## config.mk

```make
export PLATFORM = sky130hd
export DESIGN_NAME = differential_drive_odometry
export DESIGN_NICKNAME = d
export VERILOG_FILES = /design/src/rtl/core/ddo_pkg.sv /design/src/rtl/core/ddo_alu.sv /design/src/rtl/core/differential_drive_odometry.sv
export SDC_FILE = /design/constraint.sdc
export NUM_CORES = 2
export LEC_CHECK = 0
export BUFFER_PORTS_ARGS = -buffer_cell sky130_fd_sc_hd__buf_2
export CORE_MARGIN = 10
export CORE_UTILIZATION = 25
export DETAILED_ROUTE_END_ITERATION = 8
export MAX_ROUTING_LAYER = met4
export SYNTH_ARGS = -nofsm -noshare
export SYNTH_HDL_FRONTEND = slang
export SYNTH_SLANG_ARGS = --single-unit
```

## constraint.sdc

```tcl
create_clock -name clock -period 7.7 [get_ports clock]
set_input_delay 1.54 -clock clock [delete_from_list [all_inputs] [get_ports clock]]
set_output_delay 1.54 -clock clock [all_outputs]
set_load 0.05 [all_outputs]
```

## src/rtl/core/ddo_pkg.sv

```systemverilog
// shared types, constants and tables for the differential drive odometry block
`default_nettype none
package ddo_pkg;

   // cordic step count, capped by the length of the arctangent table
   localparam int CORDIC_STEPS = 16;
   localparam int CORDIC_N     = (CORDIC_STEPS < 30) ? CORDIC_STEPS : 30;
   localparam int CORDIC_CW    = (CORDIC_N > 1) ? $clog2(CORDIC_N) : 1;

   // shared multiply / divide unit
   localparam int MUL_STEPS = 32;
   localparam int DIV_STEPS = 64;
   localparam int ALU_CW    = $clog2(DIV_STEPS);

   localparam logic [31:0] TWO_PI_Q29      = 32'd3373259426;
   localparam logic [33:0] CORDIC_GAIN_Q30 = 34'd652032874;

   // register indexes
   localparam logic [1:0] CSR_PPR    = 2'd0;
   localparam logic [1:0] CSR_RADIUS = 2'd1;
   localparam logic [1:0] CSR_BASE   = 2'd2;

   localparam logic [15:0] PPR_RESET    = 16'd20;
   localparam logic [15:0] RADIUS_RESET = 16'd2163;
   localparam logic [19:0] BASE_RESET   = 20'd9830;

   typedef enum logic {
      ALU_MUL,
      ALU_DIV
   } alu_op_type;

   typedef struct packed {
      logic       start;
      alu_op_type op;
      logic [39:0] opa;   // multiplicand, or divisor in the low 37 bits
      logic [63:0] opb;   // multiplier in the low 32 bits, or dividend
   } alu_req_type;

   typedef struct packed {
      logic        done;
      logic [40:0] hi;    // product high part, or remainder
      logic [63:0] lo;    // product low part in [63:32], or quotient
   } alu_rsp_type;

   typedef enum logic [4:0] {
      ST_IDLE,
      ST_LMR,
      ST_LMP,
      ST_LDV,
      ST_RMR,
      ST_RMP,
      ST_RDV,
      ST_DEN,
      ST_DMR,
      ST_HDV,
      ST_ANG,
      ST_COR,
      ST_CFIN,
      ST_MX,
      ST_SX,
      ST_MY,
      ST_SY,
      ST_OUT
   } state_type;

   // arctangent of 2^-i as a binary angle
   function automatic logic [31:0] ddo_atan(input logic [4:0] idx);
      logic [31:0] v;
      case (idx)
         5'd0:  v = 32'h20000000;
         5'd1:  v = 32'h12E4051E;
         5'd2:  v = 32'h09FB385B;
         5'd3:  v = 32'h051111D4;
         5'd4:  v = 32'h028B0D43;
         5'd5:  v = 32'h0145D7E1;
         5'd6:  v = 32'h00A2F61E;
         5'd7:  v = 32'h00517C55;
         5'd8:  v = 32'h0028BE53;
         5'd9:  v = 32'h00145F2F;
         5'd10: v = 32'h000A2F98;
         5'd11: v = 32'h000517CC;
         5'd12: v = 32'h00028BE6;
         5'd13: v = 32'h000145F3;
         5'd14: v = 32'h0000A2FA;
         5'd15: v = 32'h0000517D;
         5'd16: v = 32'h000028BE;
         5'd17: v = 32'h0000145F;
         5'd18: v = 32'h00000A30;
         5'd19: v = 32'h00000518;
         5'd20: v = 32'h0000028C;
         5'd21: v = 32'h00000146;
         5'd22: v = 32'h000000A3;
         5'd23: v = 32'h00000051;
         5'd24: v = 32'h00000029;
         5'd25: v = 32'h00000014;
         5'd26: v = 32'h0000000A;
         5'd27: v = 32'h00000005;
         5'd28: v = 32'h00000003;
         5'd29: v = 32'h00000001;
         default: v = 32'h00000000;
      endcase
      return v;
   endfunction

endpackage
`default_nettype wire

```

## src/rtl/core/ddo_alu.sv

```systemverilog
// shared iterative unit: shift-add multiply and restoring divide
`default_nettype none
module ddo_alu (
   input  wire logic               clock,
   input  wire logic               reset,
   input  wire ddo_pkg::alu_req_type alu_req,
   output ddo_pkg::alu_rsp_type    alu_rsp
);
   import ddo_pkg::*;

   logic              busy_ff, busy_in;
   logic              done_ff, done_in;
   alu_op_type        op_ff, op_in;
   logic [39:0]       opa_ff, opa_in;
   logic [40:0]       acc_ff, acc_in;
   logic [63:0]       sh_ff, sh_in;
   logic [ALU_CW-1:0] cnt_ff, cnt_in;

   logic [37:0] div_t;
   logic [40:0] add_x, add_y;
   logic [41:0] sum;
   logic        last;

   // one adder: accumulate for multiply, trial subtract for divide
   always_comb begin
      div_t = {acc_ff[36:0], sh_ff[63]};
      if (op_ff == ALU_MUL) begin
         add_x = acc_ff;
         add_y = sh_ff[0] ? {1'b0, opa_ff} : 41'd0;
      end else begin
         add_x = {3'b000, div_t};
         add_y = ~{4'b0000, opa_ff[36:0]};
      end
      sum = {1'b0, add_x} + {1'b0, add_y} + {41'd0, (op_ff == ALU_DIV)};
      if (op_ff == ALU_MUL) begin
         last = (cnt_ff == ALU_CW'(MUL_STEPS - 1));
      end else begin
         last = (cnt_ff == ALU_CW'(DIV_STEPS - 1));
      end
   end

   // next register values
   always_comb begin
      busy_in = busy_ff;
      done_in = 1'b0;
      op_in   = op_ff;
      opa_in  = opa_ff;
      acc_in  = acc_ff;
      sh_in   = sh_ff;
      cnt_in  = cnt_ff;
      if (alu_req.start) begin
         busy_in = 1'b1;
         op_in   = alu_req.op;
         opa_in  = alu_req.opa;
         acc_in  = 41'd0;
         sh_in   = (alu_req.op == ALU_MUL) ? {32'd0, alu_req.opb[31:0]} : alu_req.opb;
         cnt_in  = '0;
      end else if (busy_ff) begin
         if (op_ff == ALU_MUL) begin
            acc_in = sum[41:1];
            sh_in  = {sum[0], sh_ff[63:1]};
         end else begin
            acc_in = {4'b0000, sum[41] ? sum[36:0] : div_t[36:0]};
            sh_in  = {sh_ff[62:0], sum[41]};
         end
         cnt_in = cnt_ff + ALU_CW'(1);
         if (last) begin
            busy_in = 1'b0;
            done_in = 1'b1;
         end
      end
   end

   // control registers
   always_ff @(posedge clock) begin
      if (reset) begin
         busy_ff <= 1'b0;
         done_ff <= 1'b0;
         cnt_ff  <= '0;
      end else begin
         busy_ff <= busy_in;
         done_ff <= done_in;
         cnt_ff  <= cnt_in;
      end
   end

   // datapath registers
   always_ff @(posedge clock) begin
      op_ff  <= op_in;
      opa_ff <= opa_in;
      acc_ff <= acc_in;
      sh_ff  <= sh_in;
   end

   assign alu_rsp.done = done_ff;
   assign alu_rsp.hi   = acc_ff;
   assign alu_rsp.lo   = sh_ff;

endmodule
`default_nettype wire

```

## src/rtl/core/differential_drive_odometry.sv

```systemverilog
// top level: odometry sequencer, cordic, pose accumulators and register port
//
//  channel | direction | handshake            | payload
//  req     | in        | req_valid/req_ready  | left_pulses, right_pulses
//  rsp     | out       | rsp_valid/rsp_ready  | pos_x, pos_y, heading, saturated
//  csr     | in        | csr_valid/csr_ready  | csr_index, csr_wdata
//
// one beat runs eight multiplies and three divides on the shared shift-add /
// restoring unit, plus CORDIC_STEPS cordic steps and the ANG, CFIN, SX, SY
// and OUT steps
// reset clears pose and heading and loads the register defaults
// a result waiting on rsp does not block the next req beat; the sequencer
// holds before its output load until the rsp register is free
`default_nettype none
module differential_drive_odometry (
   input  wire logic        clock,
   input  wire logic        reset,
   input  wire logic        req_valid,
   output logic             req_ready,
   input  wire logic signed [15:0] req_left_pulses,
   input  wire logic signed [15:0] req_right_pulses,
   output logic             rsp_valid,
   input  wire logic        rsp_ready,
   output logic signed [31:0] rsp_pos_x,
   output logic signed [31:0] rsp_pos_y,
   output logic [31:0]      rsp_heading,
   output logic             rsp_saturated,
   input  wire logic        csr_valid,
   output logic             csr_ready,
   input  wire logic [1:0]  csr_index,
   input  wire logic [19:0] csr_wdata
);
   import ddo_pkg::*;

   state_type state_ff, state_in;

   logic [15:0] ppr_ff, radius_ff;
   logic [19:0] base_ff;
   logic signed [31:0] x_acc_ff, y_acc_ff;
   logic [31:0] heading_ff;

   logic [15:0] mag_l_ff, mag_r_ff, dm_ff;
   logic        neg_l_ff, neg_r_ff, dneg_ff;
   logic [63:0] tmp_ff;
   logic signed [35:0] dl_ff, dr_ff, dc_ff;
   logic [35:0] den_ff;
   logic [31:0] full_ff, half_ff;
   logic signed [33:0] cx_ff, cy_ff, cz_ff;
   logic        flip_ff;
   logic [CORDIC_CW-1:0] ccnt_ff;
   logic signed [31:0] c_ff, s_ff;
   logic signed [45:0] dd_ff;
   logic        clip_ff;
   logic        issued_ff;

   logic        rsp_valid_ff;
   logic signed [31:0] rsp_x_ff, rsp_y_ff;
   logic [31:0] rsp_h_ff;
   logic        rsp_sat_ff;

   alu_req_type alu_req;
   alu_rsp_type alu_rsp;
   logic        op_state;
   logic        out_free;

   ddo_alu u_alu (
      .clock   (clock),
      .reset   (reset),
      .alu_req (alu_req),
      .alu_rsp (alu_rsp)
   );

   // effective divisors: zero reads as one
   logic [15:0] ppr_eff;
   logic [19:0] base_eff;
   assign ppr_eff  = (ppr_ff == 16'd0) ? 16'd1 : ppr_ff;
   assign base_eff = (base_ff == 20'd0) ? 20'd1 : base_ff;

   assign out_free = !rsp_valid_ff || rsp_ready;

   // next state
   always_comb begin
      state_in = state_ff;
      case (state_ff)
         ST_IDLE: if (req_valid) state_in = ST_LMR;
         ST_LMR:  if (alu_rsp.done) state_in = ST_LMP;
         ST_LMP:  if (alu_rsp.done) state_in = ST_LDV;
         ST_LDV:  if (alu_rsp.done) state_in = ST_RMR;
         ST_RMR:  if (alu_rsp.done) state_in = ST_RMP;
         ST_RMP:  if (alu_rsp.done) state_in = ST_RDV;
         ST_RDV:  if (alu_rsp.done) state_in = ST_DEN;
         ST_DEN:  if (alu_rsp.done) state_in = ST_DMR;
         ST_DMR:  if (alu_rsp.done) state_in = ST_HDV;
         ST_HDV:  if (alu_rsp.done) state_in = ST_ANG;
         ST_ANG:  state_in = ST_COR;
         ST_COR:  if (ccnt_ff == CORDIC_CW'(CORDIC_N - 1)) state_in = ST_CFIN;
         ST_CFIN: state_in = ST_MX;
         ST_MX:   if (alu_rsp.done) state_in = ST_SX;
         ST_SX:   state_in = ST_MY;
         ST_MY:   if (alu_rsp.done) state_in = ST_SY;
         ST_SY:   state_in = ST_OUT;
         ST_OUT:  if (out_free) state_in = ST_IDLE;
         default: state_in = ST_IDLE;
      endcase
   end

   // magnitudes for the pose multiplies
   logic [35:0] dc_mag;
   logic [31:0] c_mag, s_mag;
   assign dc_mag = dc_ff[35] ? 36'(-dc_ff) : 36'(dc_ff);
   assign c_mag  = c_ff[31] ? 32'(-c_ff) : 32'(c_ff);
   assign s_mag  = s_ff[31] ? 32'(-s_ff) : 32'(s_ff);

   // sequencer outputs: handshakes and shared unit requests
   always_comb begin
      req_ready   = 1'b0;
      op_state    = 1'b0;
      alu_req.op  = ALU_MUL;
      alu_req.opa = 40'd0;
      alu_req.opb = 64'd0;
      case (state_ff)
         ST_IDLE: req_ready = 1'b1;
         ST_LMR: begin
            op_state    = 1'b1;
            alu_req.opa = {24'd0, mag_l_ff};
            alu_req.opb = {48'd0, radius_ff};
         end
         ST_RMR: begin
            op_state    = 1'b1;
            alu_req.opa = {24'd0, mag_r_ff};
            alu_req.opb = {48'd0, radius_ff};
         end
         ST_LMP, ST_RMP: begin
            op_state    = 1'b1;
            alu_req.opa = tmp_ff[39:0];
            alu_req.opb = {32'd0, TWO_PI_Q29};
         end
         ST_LDV, ST_RDV: begin
            op_state    = 1'b1;
            alu_req.op  = ALU_DIV;
            alu_req.opa = {24'd0, ppr_eff};
            alu_req.opb = tmp_ff;
         end
         ST_DEN: begin
            op_state    = 1'b1;
            alu_req.opa = {24'd0, ppr_eff};
            alu_req.opb = {44'd0, base_eff};
         end
         ST_DMR: begin
            op_state    = 1'b1;
            alu_req.opa = {24'd0, dm_ff};
            alu_req.opb = {48'd0, radius_ff};
         end
         ST_HDV: begin
            op_state    = 1'b1;
            alu_req.op  = ALU_DIV;
            alu_req.opa = {4'd0, den_ff};
            alu_req.opb = {tmp_ff[31:0], 32'd0};
         end
         ST_MX: begin
            op_state    = 1'b1;
            alu_req.opa = {4'd0, dc_mag};
            alu_req.opb = {32'd0, c_mag};
         end
         ST_MY: begin
            op_state    = 1'b1;
            alu_req.opa = {4'd0, dc_mag};
            alu_req.opb = {32'd0, s_mag};
         end
         default: begin
            req_ready = 1'b0;
         end
      endcase
      alu_req.start = op_state && !issued_ff;
   end

   assign csr_ready = 1'b1;

   // wheel distance from the divide quotient, rounded and signed
   logic [36:0] dist_up;
   logic [35:0] dist_mag;
   assign dist_up  = {1'b0, alu_rsp.lo[63:28]} + 37'd1;
   assign dist_mag = dist_up[36:1];

   // heading quotient rounding
   logic [63:0] hq;
   logic [36:0] hr;
   logic        round_full;
   assign hq         = alu_rsp.lo;
   assign hr         = alu_rsp.hi[36:0];
   assign round_full = {hr, 1'b0} >= {2'b00, den_ff};

   // mid-interval angle, fold and centre distance
   logic [31:0] mid, turn;
   logic        flip;
   logic [36:0] dsum;
   assign mid  = dneg_ff ? heading_ff - half_ff : heading_ff + half_ff;
   assign turn = mid + 32'h4000_0000;
   assign flip = turn[31];
   assign dsum = 37'(dl_ff) + 37'(dr_ff) + 37'sd1;

   // cordic step
   logic signed [33:0] xs, ys, cxn, cyn;
   logic [33:0] atan_z;
   assign xs     = cx_ff >>> ccnt_ff;
   assign ys     = cy_ff >>> ccnt_ff;
   assign atan_z = {2'b00, ddo_atan(5'(ccnt_ff))};
   assign cxn    = flip_ff ? -cx_ff : cx_ff;
   assign cyn    = flip_ff ? -cy_ff : cy_ff;

   // rounded product scale, one add for either sign
   logic [73:0] prod, wsum;
   logic        pneg;
   assign prod = {1'b0, alu_rsp.hi, alu_rsp.lo[63:32]};
   assign pneg = dc_ff[35] ^ ((state_ff == ST_MX) ? c_ff[31] : s_ff[31]);
   assign wsum = pneg ? (~prod + 74'd134217729) : (prod + 74'd134217728);

   // saturating pose add
   logic signed [46:0] psum;
   logic        povf;
   logic signed [31:0] psat;
   assign psum = ((state_ff == ST_SX) ? 47'(x_acc_ff) : 47'(y_acc_ff)) + 47'(dd_ff);
   assign povf = (psum[46:31] != {16{psum[46]}});
   assign psat = povf ? (psum[46] ? 32'sh8000_0000 : 32'sh7FFF_FFFF) : psum[31:0];

   // control registers
   always_ff @(posedge clock) begin
      if (reset) begin
         state_ff     <= ST_IDLE;
         issued_ff    <= 1'b0;
         rsp_valid_ff <= 1'b0;
         ppr_ff       <= PPR_RESET;
         radius_ff    <= RADIUS_RESET;
         base_ff      <= BASE_RESET;
         x_acc_ff     <= 32'sd0;
         y_acc_ff     <= 32'sd0;
         heading_ff   <= 32'd0;
         ccnt_ff      <= '0;
      end else begin
         state_ff <= state_in;
         if (alu_req.start) begin
            issued_ff <= 1'b1;
         end else if (alu_rsp.done) begin
            issued_ff <= 1'b0;
         end
         // result register
         if (state_ff == ST_OUT && out_free) begin
            rsp_valid_ff <= 1'b1;
         end else if (rsp_ready) begin
            rsp_valid_ff <= 1'b0;
         end
         // register writes
         if (csr_valid) begin
            case (csr_index)
               CSR_PPR:    ppr_ff    <= csr_wdata[15:0];
               CSR_RADIUS: radius_ff <= csr_wdata[15:0];
               CSR_BASE:   base_ff   <= csr_wdata;
               default:    ppr_ff    <= ppr_ff;
            endcase
         end
         if (state_ff == ST_ANG) begin
            heading_ff <= dneg_ff ? heading_ff - full_ff : heading_ff + full_ff;
         end
         if (state_ff == ST_SX) x_acc_ff <= psat;
         if (state_ff == ST_SY) y_acc_ff <= psat;
         // cordic step counter
         if (state_ff == ST_ANG) begin
            ccnt_ff <= '0;
         end else if (state_ff == ST_COR) begin
            ccnt_ff <= ccnt_ff + CORDIC_CW'(1);
         end
      end
   end

   // datapath registers
   always_ff @(posedge clock) begin
      case (state_ff)
         ST_IDLE: begin
            if (req_valid) begin
               mag_l_ff <= req_left_pulses[15] ? 16'(-req_left_pulses) : req_left_pulses;
               mag_r_ff <= req_right_pulses[15] ? 16'(-req_right_pulses) : req_right_pulses;
               neg_l_ff <= req_left_pulses[15];
               neg_r_ff <= req_right_pulses[15];
               dneg_ff  <= (req_right_pulses < req_left_pulses);
               dm_ff    <= (req_right_pulses < req_left_pulses)
                  ? 16'(17'(req_left_pulses) - 17'(req_right_pulses))
                  : 16'(17'(req_right_pulses) - 17'(req_left_pulses));
               clip_ff  <= 1'b0;
            end
         end
         ST_LMR, ST_LMP, ST_RMR, ST_RMP, ST_DMR: begin
            if (alu_rsp.done) tmp_ff <= {alu_rsp.hi[31:0], alu_rsp.lo[63:32]};
         end
         ST_LDV: begin
            if (alu_rsp.done) dl_ff <= neg_l_ff ? -$signed(dist_mag) : $signed(dist_mag);
         end
         ST_RDV: begin
            if (alu_rsp.done) dr_ff <= neg_r_ff ? -$signed(dist_mag) : $signed(dist_mag);
         end
         ST_DEN: begin
            if (alu_rsp.done) den_ff <= {alu_rsp.hi[3:0], alu_rsp.lo[63:32]};
         end
         ST_HDV: begin
            if (alu_rsp.done) begin
               full_ff <= hq[31:0] + {31'd0, round_full};
               half_ff <= hq[32:1] + {31'd0, hq[0]};
            end
         end
         ST_ANG: begin
            dc_ff   <= dsum[36:1];
            flip_ff <= flip;
            cz_ff   <= 34'($signed({mid[31] ^ flip, mid[30:0]}));
            cx_ff   <= CORDIC_GAIN_Q30;
            cy_ff   <= 34'sd0;
         end
         ST_COR: begin
            if (!cz_ff[33]) begin
               cx_ff <= cx_ff - ys;
               cy_ff <= cy_ff + xs;
               cz_ff <= cz_ff - $signed(atan_z);
            end else begin
               cx_ff <= cx_ff + ys;
               cy_ff <= cy_ff - xs;
               cz_ff <= cz_ff + $signed(atan_z);
            end
         end
         ST_CFIN: begin
            c_ff <= 32'((cxn + 34'sd2) >>> 2);
            s_ff <= 32'((cyn + 34'sd2) >>> 2);
         end
         ST_MX, ST_MY: begin
            if (alu_rsp.done) dd_ff <= wsum[73:28];
         end
         ST_SX, ST_SY: begin
            if (povf) clip_ff <= 1'b1;
         end
         ST_OUT: begin
            if (out_free) begin
               rsp_x_ff   <= x_acc_ff;
               rsp_y_ff   <= y_acc_ff;
               rsp_h_ff   <= heading_ff;
               rsp_sat_ff <= clip_ff;
            end
         end
         default: begin
            tmp_ff <= tmp_ff;
         end
      endcase
   end

   assign rsp_valid     = rsp_valid_ff;
   assign rsp_pos_x     = rsp_x_ff;
   assign rsp_pos_y     = rsp_y_ff;
   assign rsp_heading   = rsp_h_ff;
   assign rsp_saturated = rsp_sat_ff;

endmodule
`default_nettype wire

```

==> impl_results.md <==
* CP peak stage delay at ~0.64 ns
* Routed vias at 58.1k
* Async SR Flop Fraction at 0%
* Syn. warnings at 0
* Hold Crit Class: register to register
* Cell Rows at approximately 190
* Multi-input gate area at between 40000 and 50000 um2
* Tcrit/Tclk final at approximately 88%
* DRT Pass-1 Iters at 6
* Io pins at 159
* Crit-path max FO at between 40 and 50
* DRC Markers at 0
* Setup TNS at 0 ns
* Final worst setup slack at ~0.91 ns
* Worst endpoint data arrival time at 7.43 ns
* Storage cell area at ~27000 um2
* Synth top area share at 31.8%
* Fin util at about 28%
* GR Overflow Total at 0
* Worst skew pair latency at about 0.76 ns
* Final setup fails at 0
* Crit path time final at roughly 6.8 ns
* Non-filler cells, final at roughly 11k
* Syn Inst Count at ~7.5k
* Status: completed
* Final Max Tran Viols at 0
* Flop-to-flop setup slack at 0.91 ns
* Unrepaired setup endpoints after global routing: false
* VDD IR max at roughly 0.25 mV
* Final hold viol count at 0
* Area leader, netlist: edfxtp_1
* Drt first-iter violations at 5354
* Die area at roughly 300000 um2
* Number of distinct library cells after synthesis at between 90 and 100
* Leak pwr at about 30 nW
* Share of cells above drive strength 1 at a little under a tenth
* Cell mode on critical path: buf_4
* Chip Height at about 550 um
* Post-Synthesis Net Count at between 7k and 8k
* First-pass GRT wire length at between 300 and 400 mm
* Antenna violations before repair at 14
* Clock slew at reported path FFs at about 0.060 ns
* Mapped Area at 69800 um2
* PostCTS Resize Cnt at 0
* Vias per Instance at around 5.2
* Post-synth top cells: nand2_1 (766), edfxtp_1 (739), a21oi_1 (612), nor2_1 (555), xnor2_1 (519)
* Final instance area at just under 80000 um2
* HPWL after DPL at about 170 mm
* Port bufs at between 150 and 200
* Register area share after synthesis at approximately two fifths
* Cell Pwr Density at 245 nW/um2
* Vias in the first global route at 55.3k
* Hold Buf Count CTS at 0
* P&R area growth vs syn at 11.7%
* FMAX at 147 MHz
* CTS root buf: clkbuf_16
* Filler Cells Inserted at 29.1k
* Placed cell areas at between 70000 and 80000 um2
* Cts bufs inserted at roughly 100
* Most common cell in the netlist: nand2_1
* Worst slew margin at a little under a fifth
* Initial Util at around a quarter
* Worst slew pin tran at roughly 1.2 ns
* H-tree Lvls at 3
* Buf+Inv Stages, Crit Path at 3
* Placed insts at 11.0k
* Detail Route Antenna Nets at 0
* DR WL/cell at about 20 um
* Setup Skew at 0.0390 ns
* Crit-path leading delay family: simple AND/OR/NAND/NOR gates
* Dominant synthesized flop cell: edfxtp_1
* Largest net degree at the start of global routing at a little over 90
* Crit start category: register
* Clk buf depth at 3
* Setup Fix Bufs, Post-CTS at 0
* Required @ worst endpoint at 8.34 ns
* Worst path cell trace: nor2b_1 > nand2_1 > nor2_4 > buf_4 > buf_12 > mux2_2 > ha_1 > a21oi_1 > o21ai_0 > a221o_1 > a211oi_1 > nand3_1 > nor3b_1 > or4_1 > a211o_1 > o211ai_1 > nand4b_1 > buf_4 > and4_1 > a311o_1
* Maxcap violations at 0
* Nets at approximately 7.9k
* Clk sinks at slightly below 1k
* Area contributors post-synth: edfxtp_1 (32%), dfxtp_1 (6.8%), ha_1 (6.8%)
* Post-synth EDFFs at about 740
* Die W at around 550 um
* CTS tree: done
* Average cell area after synthesis at 9.31 um2
* CP max stage cell: dfxtp_1
* Core area at around 280000 um2
* Total Wirelength at between 200 and 250 mm
* Worst slack, placed at between 0.9 and 1 ns
* Crit path capture type: register
* Yosys reg bits at around 980
* Placer Congestion at 0.934
* Setup Crit Path Kind: register to register
* GRT Util Overall at around 15%
-- area by class of cell --
class | count | area share [%]
clock inverter | 61 | 0.967
inverter | 266 | 1.28
multi-input combinational | 5823 | 51.7
antenna | 2 | 0.00641
sequential | 977 | 34.6
clock buffer | 134 | 3.61
timing repair buffer | 248 | 1.90
tap | 3705 | 5.94
-- worst register-to-register path, cell delays in order, from the launching register on --
cell      delay, ns
dfxtp_1        0.64
nor2b_1        0.32
nand2_1        0.24
nor2_4         0.51
buf_4          0.34
buf_12         0.24
mux2_2         0.38
ha_1           0.40
a21oi_1        0.31
o21ai_0        0.18
a221o_1        0.42
a211oi_1       0.23
nand3_1        0.10
nor3b_1        0.19
or4_1          0.55
a211o_1        0.29
o211ai_1       0.10
nand4b_1       0.32
buf_4          0.38
and4_1         0.27
a311o_1        0.27
-- cells by family (layout without fill, tap and decap cells) --
kind of cell             after synthesis  after routing  synth area share [%]
flip-flops                           977            977                  38.6
AO/OA/AOI/OAI                       1988           1988                  18.1
other                                  1              3               0.00537
XOR/XNOR                             867            867                  10.9
adder cells (fa/ha/maj)              390            390                  7.11
AND/OR/NAND/NOR                     2252           2252                  15.3
buffers and inverters                697            709                  3.79
multiplexers                         325            325                  6.17
-- per-stage QoR --
stage          hold WS, ns  total power (W)
5_1_grt              0.476           0.0201
4_1_cts              0.456           0.0191
3_3_place_gp         0.443           0.0137
6_report             0.456           0.0191
3_5_place_dp         0.448           0.0138
2_1_floorplan        0.400           0.0118
-- flip-flops by register name, summed over array words and instances, names as in the netlist, 34 cells and up --
signal	count
u_alu.sh_ff	64
dd_ff	46
tmp_ff	64
den_ff	36
dc_ff	36
dl_ff	36
u_alu.opa_ff	40
u_alu.acc_ff	41
dr_ff	36
cz_ff	34
cy_ff	34
cx_ff	34
-- power by group --
group | internal [W] | switching (W) | total, W
Combinational | 0.00230 | 0.00391 | 0.00620
Sequential | 0.00667 | 0.000965 | 0.00764
Clock | 0.00299 | 0.00232 | 0.00531
Total | 0.0120 | 0.00719 | 0.0191
-- path summary, 6_finish.rpt --
| path | from | endpoint | cells after the start |
|---|---|---|---|
| hold reg to reg | radius_ff[10] | radius_ff[10] | 2 |
| setup reg to reg | state_ff[3] | y_acc_ff[29] | 20 |
| hold / removal | radius_ff[10] | radius_ff[10] | 2 |
| setup / recovery | state_ff[3] | y_acc_ff[29] | 20 |
-- cells in the final DEF, fill, tap and decap left out, types with 33 or more instances in the layout --
cell,Yosys,routed
nand2_1,766,765
edfxtp_1,739,739
a21oi_1,612,612
nor2_1,555,549
xnor2_1,519,517
o21ai_0,421,421
ha_1,379,379
xor2_1,348,348
inv_1,258,257
dfxtp_1,238,234
a21o_1,178,178
buf_2,11,156
nor3_1,159,153
mux2i_1,152,152
nand3_1,138,138
a211oi_1,117,117
clkbuf_16,0,106
mux2_2,99,99
buf_4,1,91
or3_1,81,81
o31ai_1,78,78
a31oi_1,77,77
mux4_2,72,72
nor2b_1,70,69
nand2b_1,67,67
nor4_1,70,66
nand4_1,63,63
and3_1,62,60
o21a_1,58,58
a221oi_1,57,57
a22oi_1,57,57
and2_1,49,49
o21bai_1,47,47
or4_1,41,41
or2_2,36,35
o41ai_1,33,33
-- metal layers --
| layer | vias up | global-route usage (%) | wire (um) |
|---|---|---|---|
| li1 | 27400 | - | - |
| met1 | 28200 | 19.6 | 101000 |
| met2 | 2132 | 22.7 | 101000 |
| met3 | 357 | 2.33 | 16300 |
| met4 | 0 | 4.30 | 7370 |
| met5 | - | - | 0 |
(Power assumes the default switching activity.)
